<file path="src/hdl/dhs_pkg.sv">
`timescale 1ns / 1ps
// ----------------------------------------------------------------------------
// dhs_pkg
// shared types and constants of the double hashing set
// ----------------------------------------------------------------------------
package dhs_pkg;

  localparam int SLOTS_DEF    = 256;
  localparam int KEY_BITS_DEF = 16;

  localparam int KIND_W   = 2;
  localparam int KEY_W    = 16;
  localparam int PRIME_W  = 16;
  localparam int STATUS_W = 2;
  localparam int SLOT_W   = 8;
  localparam int TAG_W    = 2;
  localparam int CFG_IDX_W = 1;

  localparam logic [PRIME_W-1:0] PRIME_ONE_RST = 16'd31;
  localparam logic [PRIME_W-1:0] PRIME_TWO_RST = 16'd37;

  localparam logic [CFG_IDX_W-1:0] CFG_PRIME_ONE = 1'b0;
  localparam logic [CFG_IDX_W-1:0] CFG_PRIME_TWO = 1'b1;

  localparam logic [KIND_W-1:0] KIND_INSERT = 2'd0;
  localparam logic [KIND_W-1:0] KIND_DELETE = 2'd1;
  localparam logic [KIND_W-1:0] KIND_TEST   = 2'd2;
  localparam logic [KIND_W-1:0] KIND_NONE   = 2'd3;

  localparam logic [STATUS_W-1:0] ST_DONE = 2'd0;
  localparam logic [STATUS_W-1:0] ST_MISS = 2'd1;
  localparam logic [STATUS_W-1:0] ST_FULL = 2'd2;

  localparam logic [TAG_W-1:0] TAG_EMPTY = 2'd0;
  localparam logic [TAG_W-1:0] TAG_USED  = 2'd1;
  localparam logic [TAG_W-1:0] TAG_TOMB  = 2'd2;

  // x / 10 == (x * 52429) >> 19 for any 16-bit x
  localparam int DIV10_MUL   = 52429;
  localparam int DIV10_SHIFT = 19;

  typedef enum logic [1:0] {
    SEL_ZERO,
    SEL_POS,
    SEL_TOMB
  } res_sel_t;

  typedef struct packed {
    logic                clear;
    logic                load;
    logic                hash_step;
    logic                probe_init;
    logic                probe_adv;
    logic                wr_en;
    logic [TAG_W-1:0]    wr_tag;
    logic                wr_at_tomb;
    logic                fill_inc;
    logic                res_load;
    logic [STATUS_W-1:0] res_status;
    res_sel_t            res_sel;
    logic                out_load;
  } dp_cmd_t;

  typedef struct packed {
    logic              sweep_last;
    logic [KIND_W-1:0] kind;
    logic              full;
    logic              rem_zero;
    logic              hit;
    logic              is_empty;
    logic              is_tomb;
    logic              tomb_any;
    logic              probe_last;
  } dp_stat_t;

endpackage

</file>
<file path="src/hdl/dhs_if.sv">
`timescale 1ns / 1ps
// ----------------------------------------------------------------------------
// dhs_if
// request, result and configuration channels
// ----------------------------------------------------------------------------
interface dhs_req_if import dhs_pkg::*; ();
  logic              valid;
  logic              ready;
  logic [KIND_W-1:0] kind;
  logic [KEY_W-1:0]  key;
  modport source(output valid, kind, key, input ready);
  modport sink(input valid, kind, key, output ready);
endinterface

interface dhs_res_if import dhs_pkg::*; ();
  logic                valid;
  logic                ready;
  logic [STATUS_W-1:0] status;
  logic [SLOT_W-1:0]   slot;
  modport source(output valid, status, slot, input ready);
  modport sink(input valid, status, slot, output ready);
endinterface

interface dhs_cfg_if import dhs_pkg::*; ();
  logic                 valid;
  logic                 ready;
  logic [CFG_IDX_W-1:0] index;
  logic [PRIME_W-1:0]   data;
  modport source(output valid, index, data, input ready);
  modport sink(input valid, index, data, output ready);
endinterface

</file>
<file path="src/hdl/dhs_ram.sv">
`timescale 1ns / 1ps
// ----------------------------------------------------------------------------
// dhs_ram
// generic single write, single read ram with registered read
// ----------------------------------------------------------------------------
module dhs_ram #(
  parameter int WIDTH = 8,
  parameter int DEPTH = 256
) (
  input  logic                     clk,
  input  logic                     we,
  input  logic [$clog2(DEPTH)-1:0] waddr,
  input  logic [WIDTH-1:0]         wdata,
  input  logic [$clog2(DEPTH)-1:0] raddr,
  output logic [WIDTH-1:0]         rdata
);
  logic [WIDTH-1:0] mem [DEPTH];

  always_ff @(posedge clk) begin
    if (we) begin
      mem[waddr] <= wdata;
    end
    rdata <= mem[raddr];
  end
endmodule

</file>
<file path="src/hdl/dhs_datapath.sv">
`timescale 1ns / 1ps
// ----------------------------------------------------------------------------
// dhs_datapath
// digit hashing, probe address walk, slot ram, fill count and result words
// ----------------------------------------------------------------------------
module dhs_datapath import dhs_pkg::*; #(
  parameter int SLOTS    = SLOTS_DEF,
  parameter int KEY_BITS = KEY_BITS_DEF
) (
  input  logic                 clk,
  input  logic                 rst,
  input  dp_cmd_t              cmd,
  output dp_stat_t             stat,
  input  logic                 cfg_we,
  input  logic [CFG_IDX_W-1:0] cfg_index,
  input  logic [PRIME_W-1:0]   cfg_data,
  input  logic [KIND_W-1:0]    in_kind,
  input  logic [KEY_W-1:0]     in_key,
  output logic [STATUS_W-1:0]  out_status,
  output logic [SLOT_W-1:0]    out_slot
);
  localparam int SB   = $clog2(SLOTS);
  localparam int KW   = (KEY_BITS < KEY_W) ? KEY_BITS : KEY_W;
  localparam int RW   = KW + TAG_W;
  localparam int PW   = KW + 17;
  localparam int FULL_LIM = 3 * SLOTS;

  logic [PRIME_W-1:0]  prime_one, prime_two;
  logic [KIND_W-1:0]   kind;
  logic [KW-1:0]       key;
  logic [KW-1:0]       rem;
  logic [SB-1:0]       h1, h2;
  logic [SB-1:0]       pos, stp, tomb, cnt, sweep;
  logic                have_tomb;
  logic [SB:0]         fill;
  logic [STATUS_W-1:0] res_status;
  logic [SLOT_W-1:0]   res_slot;

  logic [PW-1:0]       prod;
  logic [KW-1:0]       quot;
  logic [KW+3:0]       quot10;
  logic [3:0]          digit;
  logic [SB+15:0]      m1, m2;
  logic [RW-1:0]       rdata, wdata;
  logic [SB-1:0]       waddr;
  logic [TAG_W-1:0]    rtag;
  logic [SB-1:0]       tomb_pos;

  // one decimal digit per step
  assign prod   = PW'(rem) * PW'(DIV10_MUL);
  assign quot   = KW'(prod >> DIV10_SHIFT);
  assign quot10 = (KW+4)'(quot) * (KW+4)'(10);
  assign digit  = 4'(rem - quot10[KW-1:0]);
  assign m1     = (SB+16)'(h1) * (SB+16)'(prime_one);
  assign m2     = (SB+16)'(h2) * (SB+16)'(prime_two);

  assign rtag     = rdata[RW-1:KW];
  assign tomb_pos = have_tomb ? tomb : pos;

  assign stat.sweep_last = &sweep;
  assign stat.kind       = kind;
  assign stat.full       = {fill, 2'b00} >= (SB+3)'(FULL_LIM);
  assign stat.rem_zero   = (rem == '0);
  assign stat.hit        = (rtag == TAG_USED) && (rdata[KW-1:0] == key);
  assign stat.is_empty   = (rtag == TAG_EMPTY);
  assign stat.is_tomb    = (rtag == TAG_TOMB);
  assign stat.tomb_any   = have_tomb || (rtag == TAG_TOMB);
  assign stat.probe_last = &cnt;

  assign waddr = cmd.clear ? sweep : (cmd.wr_at_tomb ? tomb_pos : pos);
  assign wdata = cmd.clear ? '0 : {cmd.wr_tag, key};

  dhs_ram #(.WIDTH(RW), .DEPTH(SLOTS)) u_slot_ram (
    .clk   (clk),
    .we    (cmd.clear || cmd.wr_en),
    .waddr (waddr),
    .wdata (wdata),
    .raddr (pos),
    .rdata (rdata)
  );

  always_ff @(posedge clk) begin
    if (rst) begin
      prime_one <= PRIME_ONE_RST;
      prime_two <= PRIME_TWO_RST;
      fill      <= '0;
      sweep     <= '0;
    end else begin
      if (cfg_we) begin
        case (cfg_index)
          CFG_PRIME_ONE: prime_one <= cfg_data;
          CFG_PRIME_TWO: prime_two <= cfg_data;
          default: ;
        endcase
      end
      if (cmd.clear) begin
        sweep <= sweep + 1'b1;
      end
      if (cmd.fill_inc) begin
        fill <= fill + 1'b1;
      end
    end
  end

  always_ff @(posedge clk) begin
    if (cmd.load) begin
      kind <= in_kind;
      key  <= KW'(in_key);
      rem  <= KW'(in_key);
      h1   <= '0;
      h2   <= '0;
    end else if (cmd.hash_step && (rem != '0)) begin
      rem <= quot;
      h1  <= m1[SB-1:0] + SB'(digit);
      h2  <= m2[SB-1:0] + SB'(digit);
    end
    if (cmd.probe_init) begin
      pos       <= h1;
      stp       <= {h2[SB-2:0], 1'b1};
      cnt       <= '0;
      have_tomb <= 1'b0;
    end else if (cmd.probe_adv) begin
      pos <= pos + stp;
      cnt <= cnt + 1'b1;
      if ((rtag == TAG_TOMB) && !have_tomb) begin
        have_tomb <= 1'b1;
        tomb      <= pos;
      end
    end
    if (cmd.res_load) begin
      res_status <= cmd.res_status;
      case (cmd.res_sel)
        SEL_POS:  res_slot <= SLOT_W'(pos);
        SEL_TOMB: res_slot <= SLOT_W'(tomb_pos);
        default:  res_slot <= '0;
      endcase
    end
    if (cmd.out_load) begin
      out_status <= res_status;
      out_slot   <= res_slot;
    end
  end
endmodule

</file>
<file path="src/hdl/dhs_ctrl.sv">
`timescale 1ns / 1ps
// ----------------------------------------------------------------------------
// dhs_ctrl
// sequencer for table clear, hashing, probing and result hand-off
// ----------------------------------------------------------------------------
module dhs_ctrl import dhs_pkg::*; (
  input  logic     clk,
  input  logic     rst,
  input  logic     in_valid,
  output logic     in_ready,
  output logic     out_valid,
  input  logic     out_ready,
  input  dp_stat_t stat,
  output dp_cmd_t  cmd
);
  typedef enum logic [2:0] {
    S_CLEAR,
    S_IDLE,
    S_HASH,
    S_RD,
    S_CHK,
    S_FIN
  } state_t;

  state_t state;
  logic   early, stop, out_free, is_ins;

  assign is_ins   = (stat.kind == KIND_INSERT);
  assign early    = (stat.kind == KIND_NONE) || (is_ins && stat.full);
  assign stop     = stat.hit || stat.is_empty || stat.probe_last;
  assign out_free = !out_valid || out_ready;

  always_comb begin
    cmd = '0;
    cmd.res_sel = SEL_ZERO;
    case (state)
      S_CLEAR: cmd.clear = 1'b1;
      S_IDLE:  cmd.load = in_valid;
      S_HASH: begin
        if (early) begin
          cmd.res_load   = 1'b1;
          cmd.res_status = (stat.kind == KIND_NONE) ? ST_MISS : ST_FULL;
        end else begin
          cmd.hash_step  = 1'b1;
          cmd.probe_init = stat.rem_zero;
        end
      end
      S_CHK: begin
        cmd.probe_adv = !stop;
        if (stat.hit) begin
          cmd.res_load   = 1'b1;
          cmd.res_sel    = SEL_POS;
          cmd.res_status = is_ins ? ST_MISS : ST_DONE;
          cmd.wr_en      = (stat.kind == KIND_DELETE);
          cmd.wr_tag     = TAG_TOMB;
        end else if (stop) begin
          cmd.res_load = 1'b1;
          if (!is_ins) begin
            cmd.res_status = ST_MISS;
          end else if (stat.tomb_any) begin
            cmd.res_status = ST_DONE;
            cmd.res_sel    = SEL_TOMB;
            cmd.wr_en      = 1'b1;
            cmd.wr_tag     = TAG_USED;
            cmd.wr_at_tomb = 1'b1;
          end else if (stat.is_empty) begin
            cmd.res_status = ST_DONE;
            cmd.res_sel    = SEL_POS;
            cmd.wr_en      = 1'b1;
            cmd.wr_tag     = TAG_USED;
            cmd.fill_inc   = 1'b1;
          end else begin
            cmd.res_status = ST_FULL;
          end
        end
      end
      S_FIN: cmd.out_load = out_free;
      default: ;
    endcase
  end

  always_ff @(posedge clk) begin
    if (rst) begin
      state     <= S_CLEAR;
      in_ready  <= 1'b0;
      out_valid <= 1'b0;
    end else begin
      if (out_valid && out_ready && (state != S_FIN)) begin
        out_valid <= 1'b0;
      end
      case (state)
        S_CLEAR: begin
          if (stat.sweep_last) begin
            state    <= S_IDLE;
            in_ready <= 1'b1;
          end
        end
        S_IDLE: begin
          if (in_valid) begin
            state    <= S_HASH;
            in_ready <= 1'b0;
          end
        end
        S_HASH: begin
          if (early) begin
            state <= S_FIN;
          end else if (stat.rem_zero) begin
            state <= S_RD;
          end
        end
        S_RD: state <= S_CHK;
        S_CHK: state <= stop ? S_FIN : S_RD;
        S_FIN: begin
          if (out_free) begin
            out_valid <= 1'b1;
            in_ready  <= 1'b1;
            state     <= S_IDLE;
          end
        end
        default: state <= S_CLEAR;
      endcase
    end
  end
endmodule

</file>
<file path="src/hdl/double_hash_set_unit.sv">
`timescale 1ns / 1ps
// a request is hashed one decimal digit of the key at a time, then each probed slot is read
// and checked; kind three or an insert at three-quarter fill answers without hashing or probing
// throughput: one request at a time, the next is taken once in_ready returns with the result word
// the digit hash loop (two prime multiplies per digit) and the slot ram read per probe set the rate
// reset: synchronous, active high; afterwards a clearing pass empties every slot
// before the first request is taken; config is accepted throughout
// ----------------------------------------------------------------------------
// double_hash_set_unit
// open addressing hash set with double hashing and tombstones
// ----------------------------------------------------------------------------
module double_hash_set_unit import dhs_pkg::*; #(
  parameter int SLOTS    = SLOTS_DEF,
  parameter int KEY_BITS = KEY_BITS_DEF
) (
  input logic      clk,
  input logic      rst,
  dhs_req_if.sink  in_ch,
  dhs_res_if.source out_ch,
  dhs_cfg_if.sink  cfg_ch
);
  dp_cmd_t  cmd;
  dp_stat_t stat;

  assign cfg_ch.ready = 1'b1;

  dhs_ctrl u_ctrl (
    .clk       (clk),
    .rst       (rst),
    .in_valid  (in_ch.valid),
    .in_ready  (in_ch.ready),
    .out_valid (out_ch.valid),
    .out_ready (out_ch.ready),
    .stat      (stat),
    .cmd       (cmd)
  );

  dhs_datapath #(.SLOTS(SLOTS), .KEY_BITS(KEY_BITS)) u_dp (
    .clk        (clk),
    .rst        (rst),
    .cmd        (cmd),
    .stat       (stat),
    .cfg_we     (cfg_ch.valid),
    .cfg_index  (cfg_ch.index),
    .cfg_data   (cfg_ch.data),
    .in_kind    (in_ch.kind),
    .in_key     (in_ch.key),
    .out_status (out_ch.status),
    .out_slot   (out_ch.slot)
  );
endmodule

</file>
<file path="src/flat_wrapper.sv">
// flat-port wrapper written by rule: the top's interface ports become plain ports
module double_hash_set_unit_flat import dhs_pkg::*;
#(
  parameter int SLOTS    = SLOTS_DEF,
  parameter int KEY_BITS = KEY_BITS_DEF
)
  (clk, rst, in_ch_valid, in_ch_kind, in_ch_key, in_ch_ready, out_ch_valid, out_ch_status, out_ch_slot, out_ch_ready, cfg_ch_valid, cfg_ch_index, cfg_ch_data, cfg_ch_ready);
  dhs_req_if in_ch_i ();
  dhs_res_if out_ch_i ();
  dhs_cfg_if cfg_ch_i ();
  input logic clk;
  input logic rst;
  input wire logic [$bits(in_ch_i.valid)-1:0] in_ch_valid;
  input wire logic [$bits(in_ch_i.kind)-1:0] in_ch_kind;
  input wire logic [$bits(in_ch_i.key)-1:0] in_ch_key;
  output wire logic [$bits(in_ch_i.ready)-1:0] in_ch_ready;
  output wire logic [$bits(out_ch_i.valid)-1:0] out_ch_valid;
  output wire logic [$bits(out_ch_i.status)-1:0] out_ch_status;
  output wire logic [$bits(out_ch_i.slot)-1:0] out_ch_slot;
  input wire logic [$bits(out_ch_i.ready)-1:0] out_ch_ready;
  input wire logic [$bits(cfg_ch_i.valid)-1:0] cfg_ch_valid;
  input wire logic [$bits(cfg_ch_i.index)-1:0] cfg_ch_index;
  input wire logic [$bits(cfg_ch_i.data)-1:0] cfg_ch_data;
  output wire logic [$bits(cfg_ch_i.ready)-1:0] cfg_ch_ready;
  assign in_ch_i.valid = in_ch_valid;
  assign in_ch_i.kind = in_ch_kind;
  assign in_ch_i.key = in_ch_key;
  assign in_ch_ready = in_ch_i.ready;
  assign out_ch_valid = out_ch_i.valid;
  assign out_ch_status = out_ch_i.status;
  assign out_ch_slot = out_ch_i.slot;
  assign out_ch_i.ready = out_ch_ready;
  assign cfg_ch_i.valid = cfg_ch_valid;
  assign cfg_ch_i.index = cfg_ch_index;
  assign cfg_ch_i.data = cfg_ch_data;
  assign cfg_ch_ready = cfg_ch_i.ready;
  double_hash_set_unit #(.SLOTS(SLOTS), .KEY_BITS(KEY_BITS)) u_core (.clk(clk), .rst(rst), .in_ch(in_ch_i), .out_ch(out_ch_i), .cfg_ch(cfg_ch_i));
endmodule
</file>
<file path="config.mk">
export PLATFORM = sky130hd
export DESIGN_NAME = double_hash_set_unit_flat
export DESIGN_NICKNAME = d
export VERILOG_FILES = /design/src/hdl/dhs_pkg.sv /design/src/hdl/dhs_if.sv /design/src/hdl/dhs_ram.sv /design/src/hdl/dhs_datapath.sv /design/src/hdl/dhs_ctrl.sv /design/src/hdl/double_hash_set_unit.sv /design/src/flat_wrapper.sv
export SDC_FILE = /design/constraint.sdc
export NUM_CORES = 2
export LEC_CHECK = 0
export BUFFER_PORTS_ARGS = -buffer_cell sky130_fd_sc_hd__buf_4
export CAP_MARGIN = 0
export CORE_ASPECT_RATIO = 1.2
export CORE_MARGIN = 8
export CORE_UTILIZATION = 55
export CTS_BUF_LIST = sky130_fd_sc_hd__clkbuf_4
export DETAILED_ROUTE_END_ITERATION = 12
export PLACE_DENSITY = 0.7
export SYNTH_ARGS = -nofsm -noshare
export SYNTH_HDL_FRONTEND = slang
export SYNTH_HIERARCHICAL = 1
export SYNTH_MEMORY_MAX_BITS = 65536
export SYNTH_SLANG_ARGS = --single-unit
export TNS_END_PERCENT = 30
</file>
<file path="constraint.sdc">
create_clock -name clk -period 16.2 [get_ports clk]
set_clock_uncertainty 0.2 [all_clocks]
set_input_delay 2.43 -clock clk [delete_from_list [all_inputs] [get_ports clk]]
set_output_delay 2.43 -clock clk [all_outputs]
set_load 0.01 [all_outputs]
</file>
; ---- After elaboration in Yosys (flattened, before gate mapping)
; Memory sizes are Yosys's and may differ from the RTL's. A register that Yosys moved wholly into a read port is not among the register bits.
; Index checks and enable logic that the tools add are counted.
[op_classes]
n_addsub = 7
n_mul = 4
div_mod_pow = 0
order_cmp = 1
eq_ne = 17
n_shift = 0
n_mux = 51
n_bitwise = 2
reduce_logical = 31
[op_table]
columns = op, n
row1 = $mux W8, 5
row2 = $mul A16 B16 Y32 const B, 1
row3 = $mul A8 B16 Y8, 2
row4 = $mux W16, 2
row5 = $mux W3, 10
row6 = $mux W18, 1
row7 = $pmux W3 S6, 1
row8 = $add A8 B1 Y8 const B, 2
row9 = $add A8 B4 Y8, 2
row10 = $eq A16 B16 Y1, 1
row11 = $logic_not A16 Y1, 1
row12 = $mux W1, 16
row13 = $mux W2, 8
row14 = $pmux W8 S2, 1
row15 = $reduce_and A8 Y1, 2
row16 = $reduce_bool A16 Y1, 1
row17 = $mul A13 B3 Y3 const B, 1
row18 = $ge A11 B10 Y1 const B, 1
row19 = $mux W10, 1
row20 = $mux W5, 2
row21 = $add A9 B1 Y9 const B, 1
row22 = $add A8 B8 Y8, 1
row23 = $reduce_and A4 Y1, 2
row24 = $eq A2 B1 Y1 const B, 3
row25 = other kinds (22), 45
[totals]
reg_bits = 156
latchBits = 0
ram_bits = 4608
mem_bits_ro = 0
in_bits = 40
output_inout_bits = 13
elab_cells = 135
memories = 1
[memory_table]
columns = memory, depth, width, rd, rd_ports_with_merged_regs, wr, line
row1 = u_core.u_dp.u_slot_ram.mem, 256, 18, 1, 1, 1, dhs_ram.sv:17  ; logic [WIDTH-1:0] mem [DEPTH];

; ---- Logic depth before layout (Yosys ltp)
[depth]
ltp_word = 10
mapped_depth = 37

; ---- Modules after synthesis
; The synthesis kept the hierarchy.
[by_module_without_submodules]
columns = mod, instances, cells_each, area_each_um2
row1 = dhs_ram, 1, 8281, 178222.2
row2 = dhs_datapath, 1, 1232, 12258.0
row3 = dhs_ctrl, 1, 69, 531.8
row4 = double_hash_set_unit, 1, 2, 11.3

; ---- Worst setup path before layout
; No wires, ideal clock.
[synth_path]
kind = reg2reg
startpoint = register u_core.u_dp.key[8]
endpoint = memory u_core/u_dp/u_slot_ram/mem[0][16] (netlist bit) (data pin)
arrival_time_ps = 8211
t_required_ps = 14551
setup_slack_ps = 6340
stages_incl_launch_ff = 10
path_buffers = 0
period_less_slack_ps = 9860
path_cell_list = edfxtp_1 xnor2_1 nand4_1 nor4b_1 nand3_1 nor4_1 or3_1 nand2_1 nor3_1 nor2b_1
[synth_lines]
columns = element, line
row1 = "start, declared", dhs_datapath.sv:30  ; logic [KW-1:0] key;
row2 = "start signal, assigned", dhs_datapath.sv:108  ; key <= KW'(in_key);
row3 = "end, declared", dhs_ram.sv:17

; ---- Worst setup path after layout
[layout_path]
startpoint = register u_core.u_dp.rem[0]
endpoint = register u_core.u_dp.h2[6]
[layout_via]
elab_chain_cells = 4
elab_cells_between_ends = 6
classes_between = add/sub (2) / mul (2) / reduce/logical (2)
[layout_rtl]
columns = element, line
row1 = "start, declared", dhs_datapath.sv:31  ; logic [KW-1:0] rem;
row2 = "start signal, assigned", dhs_datapath.sv:109  ; rem <= KW'(in_key);
row3 = "start signal, assigned", dhs_datapath.sv:113  ; rem <= quot;
row4 = $mul A16 B16 Y32, dhs_datapath.sv:50  ; assign prod = PW'(rem) * PW'(DIV10_MUL);
row5 = $mul A13 B3 Y3, dhs_datapath.sv:52  ; assign quot10 = (KW+4)'(quot) * (KW+4)'(10);
row6 = $sub A4 B4 Y4, dhs_datapath.sv:53  ; assign digit = 4'(rem - quot10[KW-1:0]);
row7 = $add A8 B4 Y8, dhs_datapath.sv:115  ; h2 <= m2[SB-1:0] + SB'(digit);
row8 = "end signal, assigned", dhs_datapath.sv:115
row9 = "end, declared", dhs_datapath.sv:32  ; logic [SB-1:0] h1, h2;
; Parallel ways exist; a longest one is shown, timed or not.
; A chain may end at the register's enable or synchronous reset.

==> flow_metrics.env <==
export IMPL_cp_arrival_ns=11.38
export IMPL_fin_nets=10991
export IMPL_cp_num_cells=37
export IMPL_antenna_left=0
export IMPL_leakage_uw=0.07398
export IMPL_place_ws_ns=6.127
export IMPL_core_area_um2=346400
export IMPL_violations="max-capacitance violations, max-slew violations"
export IMPL_finalMaxSlewViolations=1
export IMPL_port_buffers=43
export IMPL_finalCritPeriodShare_pct=62.15
export IMPL_ys_flop_type="edfxtp_1"
export IMPL_cp_max_fo=9
export IMPL_timing_critical_path_buf_inv=8
export IMPL_tightest_slew_ns=1.496
export IMPL_row_count=237
export IMPL_yosysWarnings=6
export IMPL_max_stage_delay_ns=0.61
export IMPL_fin_crit_ns=10.07
export IMPL_worstPathRequired_ns=17.51
export IMPL_syn_nets=9919
export IMPL_fin_setup_tns_ns=0
export IMPL_drt_iter0_markers=12193
export IMPL_ir_worst_vdd_mv=0.09895
export IMPL_grt_remaining_overflow=0
export IMPL_wl_per_cell_um=30.19
export IMPL_power_total_uw=23650
export IMPL_grt_use_total_pct=26.17
export IMPL_initial_core_util_pct=55.15
export IMPL_cts_tree="built"
export IMPL_crit_slowest_cell="edfxtp_1"
export IMPL_final_hold_viol_count=0
export IMPL_finalNonFillerCells=15990
export IMPL_layout_setup_ws_ns=6.132
export IMPL_rsz0062_at_grt="false"
export IMPL_drt_pass1_iter_count=6
export IMPL_root_buffer="clkbuf_4"
export IMPL_outcome="finished with violations"
export IMPL_hp_class="flip-flop to flip-flop"
export IMPL_cts_made_buffers=1195
export IMPL_routabilityCongestion=0.9021
export IMPL_clk_latency_ns=1.71
export IMPL_powerDensity_nw_per_um2=111.6
export IMPL_syn_to_final_growth_pct=10.94
export IMPL_syn_inst=9584
export IMPL_grt_pass1_wl_um=695700
export IMPL_via_per_inst=6.304
export IMPL_dp_cells=13999
export IMPL_hpwlAfterDp_um=286300
export IMPL_syn_avg_cell_area_um2=19.93
export IMPL_synth_edf_count=4685
export IMPL_clk_pin_slew_ns=0.07
export IMPL_path_delay_family="adder cells"
export IMPL_drive_above_1_share_pct=28.89
export IMPL_ios=53
export IMPL_synth_distinct_cells=87
export IMPL_whs_ns=0.1923
export IMPL_via_count=100799
export IMPL_crit_type="flip-flop to flip-flop"
export IMPL_cts_repair_resized=0
export IMPL_slew_headroom_pct=-0.5106
export IMPL_die_x_um=554.0
export IMPL_clockBufferDepth=5
export IMPL_critPathCaptureType="flip-flop"
export IMPL_routed_wl_um=482700
export IMPL_first_global_vias=103268
export IMPL_cts_htree_levels=7
export IMPL_ys_ff_latch=4764
export IMPL_route_detailed_drc=0
export IMPL_reg2regPathDepth=37
export IMPL_hold_depth=0
export IMPL_syn_cell_area_um2=191000
export IMPL_postCtsSetupRepairBufs=0
export IMPL_cap_violations=1
export IMPL_antenna_found_initial=17
export IMPL_die_height_um=661.6
export IMPL_setup_viol=0
export IMPL_grt_max_degree=209
export IMPL_synth_top_area_cell="edfxtp_1"
export IMPL_yosysSeqAreaShare_pct=74.48
export IMPL_fp_dieArea_um2=366500
export IMPL_fillCellCount=24427
export IMPL_max_freq_mhz=99.33
export IMPL_async_flop_share_pct=0
export IMPL_hold_buffers=0
export IMPL_synth_top_area_share_pct=73.65
export IMPL_synthTopCellsByArea="edfxtp_1 74%, mux4_2 10%, mux2i_1 4.2%"
export IMPL_cp_start_kind="flip-flop"
export IMPL_cts_num_sinks=4764
## flip-flops by register name, indices dropped and copies added, names as in the netlist, 9 cells and up
signal and cells:
u_core/u_dp/fill 9, u_core/u_dp/key 16, u_core/u_dp/rem 16, u_core/u_dp/u_slot_ram/mem 4608, u_core/u_dp/u_slot_ram/rdata 18
## cells by family (layout without fill, tap and decap cells)
group | after synthesis | after routing | share of synthesized area (%)
AOI/OAI and AO/OA | 1024 | 1024 | 3.749
xor gates and xnor gates | 85 | 85 | 0.3897
adders and majority gates | 295 | 295 | 2.357
buffers and inverters | 771 | 2624 | 2.152
DFF | 4764 | 4764 | 74.48
muxes | 1676 | 1676 | 14.45
other | 1 | 13 | 0.001963
and+or+nand+nor | 968 | 968 | 2.428
## placed cells by master (no fill, tap or decap), types with 22 or more instances in the layout
master and instances:
nor3_1 164, o21ai_0 39, inv_1 237, edfxtp_1 4685
dfxtp_1 79, nand3_1 29, clkinv_1 231, clkinv_2 34
o22ai_1 242, ha_1 187, o221ai_1 318, and2_1 42
bufinv_16 22, fa_1 108, mux2i_1 804, nand2_1 203
inv_2 24, xor2_1 36, mux4_2 864, nor2_1 133
a31oi_1 23, buf_4 383, a22oi_1 57, clkbuf_4 1662
xnor2_1 49, nor2_2 199, a21oi_1 236, nand4_1 42
## metrics by stage
stage	instance area (µm²)	util, %
floorplan	191000	-
global placement	197600	57.04
detailed placement	197600	57.04
CTS	211900	61.18
global route	211900	61.18
finish	211900	61.19
## routing by layer
layer	wire length [µm]	global-route usage, %
met5	27	0
met4	26430	13.95
met3	43680	6.286
met2	235900	42.37
met1	176700	33.09
## cells in the mapped netlist (all sizes together), types with 37 or more instances
cell type,n
a21oi,236
a22oi,57
and2,43
buf,279
clkbuf,251
dfxtp,79
edfxtp,4685
fa,108
ha,187
inv,240
mux2i,804
mux4,864
nand2,203
nand3,39
nand4,42
nor2,337
nor3,166
nor4,37
o21ai,56
o221ai,319
o22ai,242
xnor2,49
## final timing paths
| path | slack [ns] | from | endpoint |
|---|---|---|---|
| worst max-delay path | 6.13 | u_core/u_dp/rem[0] | u_core/u_dp/h2[6] |
| worst min-delay path | 0.19 | u_core/u_dp/res_slot[6] | u_core/u_dp/out_slot[6] |
| worst max register to register | 6.13 | u_core/u_dp/rem[0] | u_core/u_dp/h2[6] |
| worst min register to register | 0.19 | u_core/u_dp/res_slot[6] | u_core/u_dp/out_slot[6] |
## worst reg2reg max path: cells and delay by family, from the launching register on
kind,cells,cell delay [ns]
AO/OA/AOI/OAI,6,1.30
XOR/XNOR,7,1.24
adder cells (fa/ha/maj),13,5.68
buffers and inverters,8,0.47
flip-flops,1,0.61
AND/OR/NAND/NOR,3,0.51
## report_power, final
part	switching [µW]	leakage, µW	internal (µW)	total [µW]
sequential	32.2	0.0462	13400	13400
combinational	338	0.0192	295	633
clock	4570	0.00856	5070	9640
## area by class of cell
cell class	instances	area, µm²	area share [%]
clock inverters	316	1837	0.8667
well taps	4541	5682	2.681
flip-flops and latches	4764	142300	67.13
multi-input cells	4049	45410	21.43
inverters	241	917.1	0.4328
diodes	12	30.03	0.01417
clock buffers	1662	12480	5.888
repair buffers	405	3301	1.558
No activity file was read; power rests on OpenSTA's default activity.
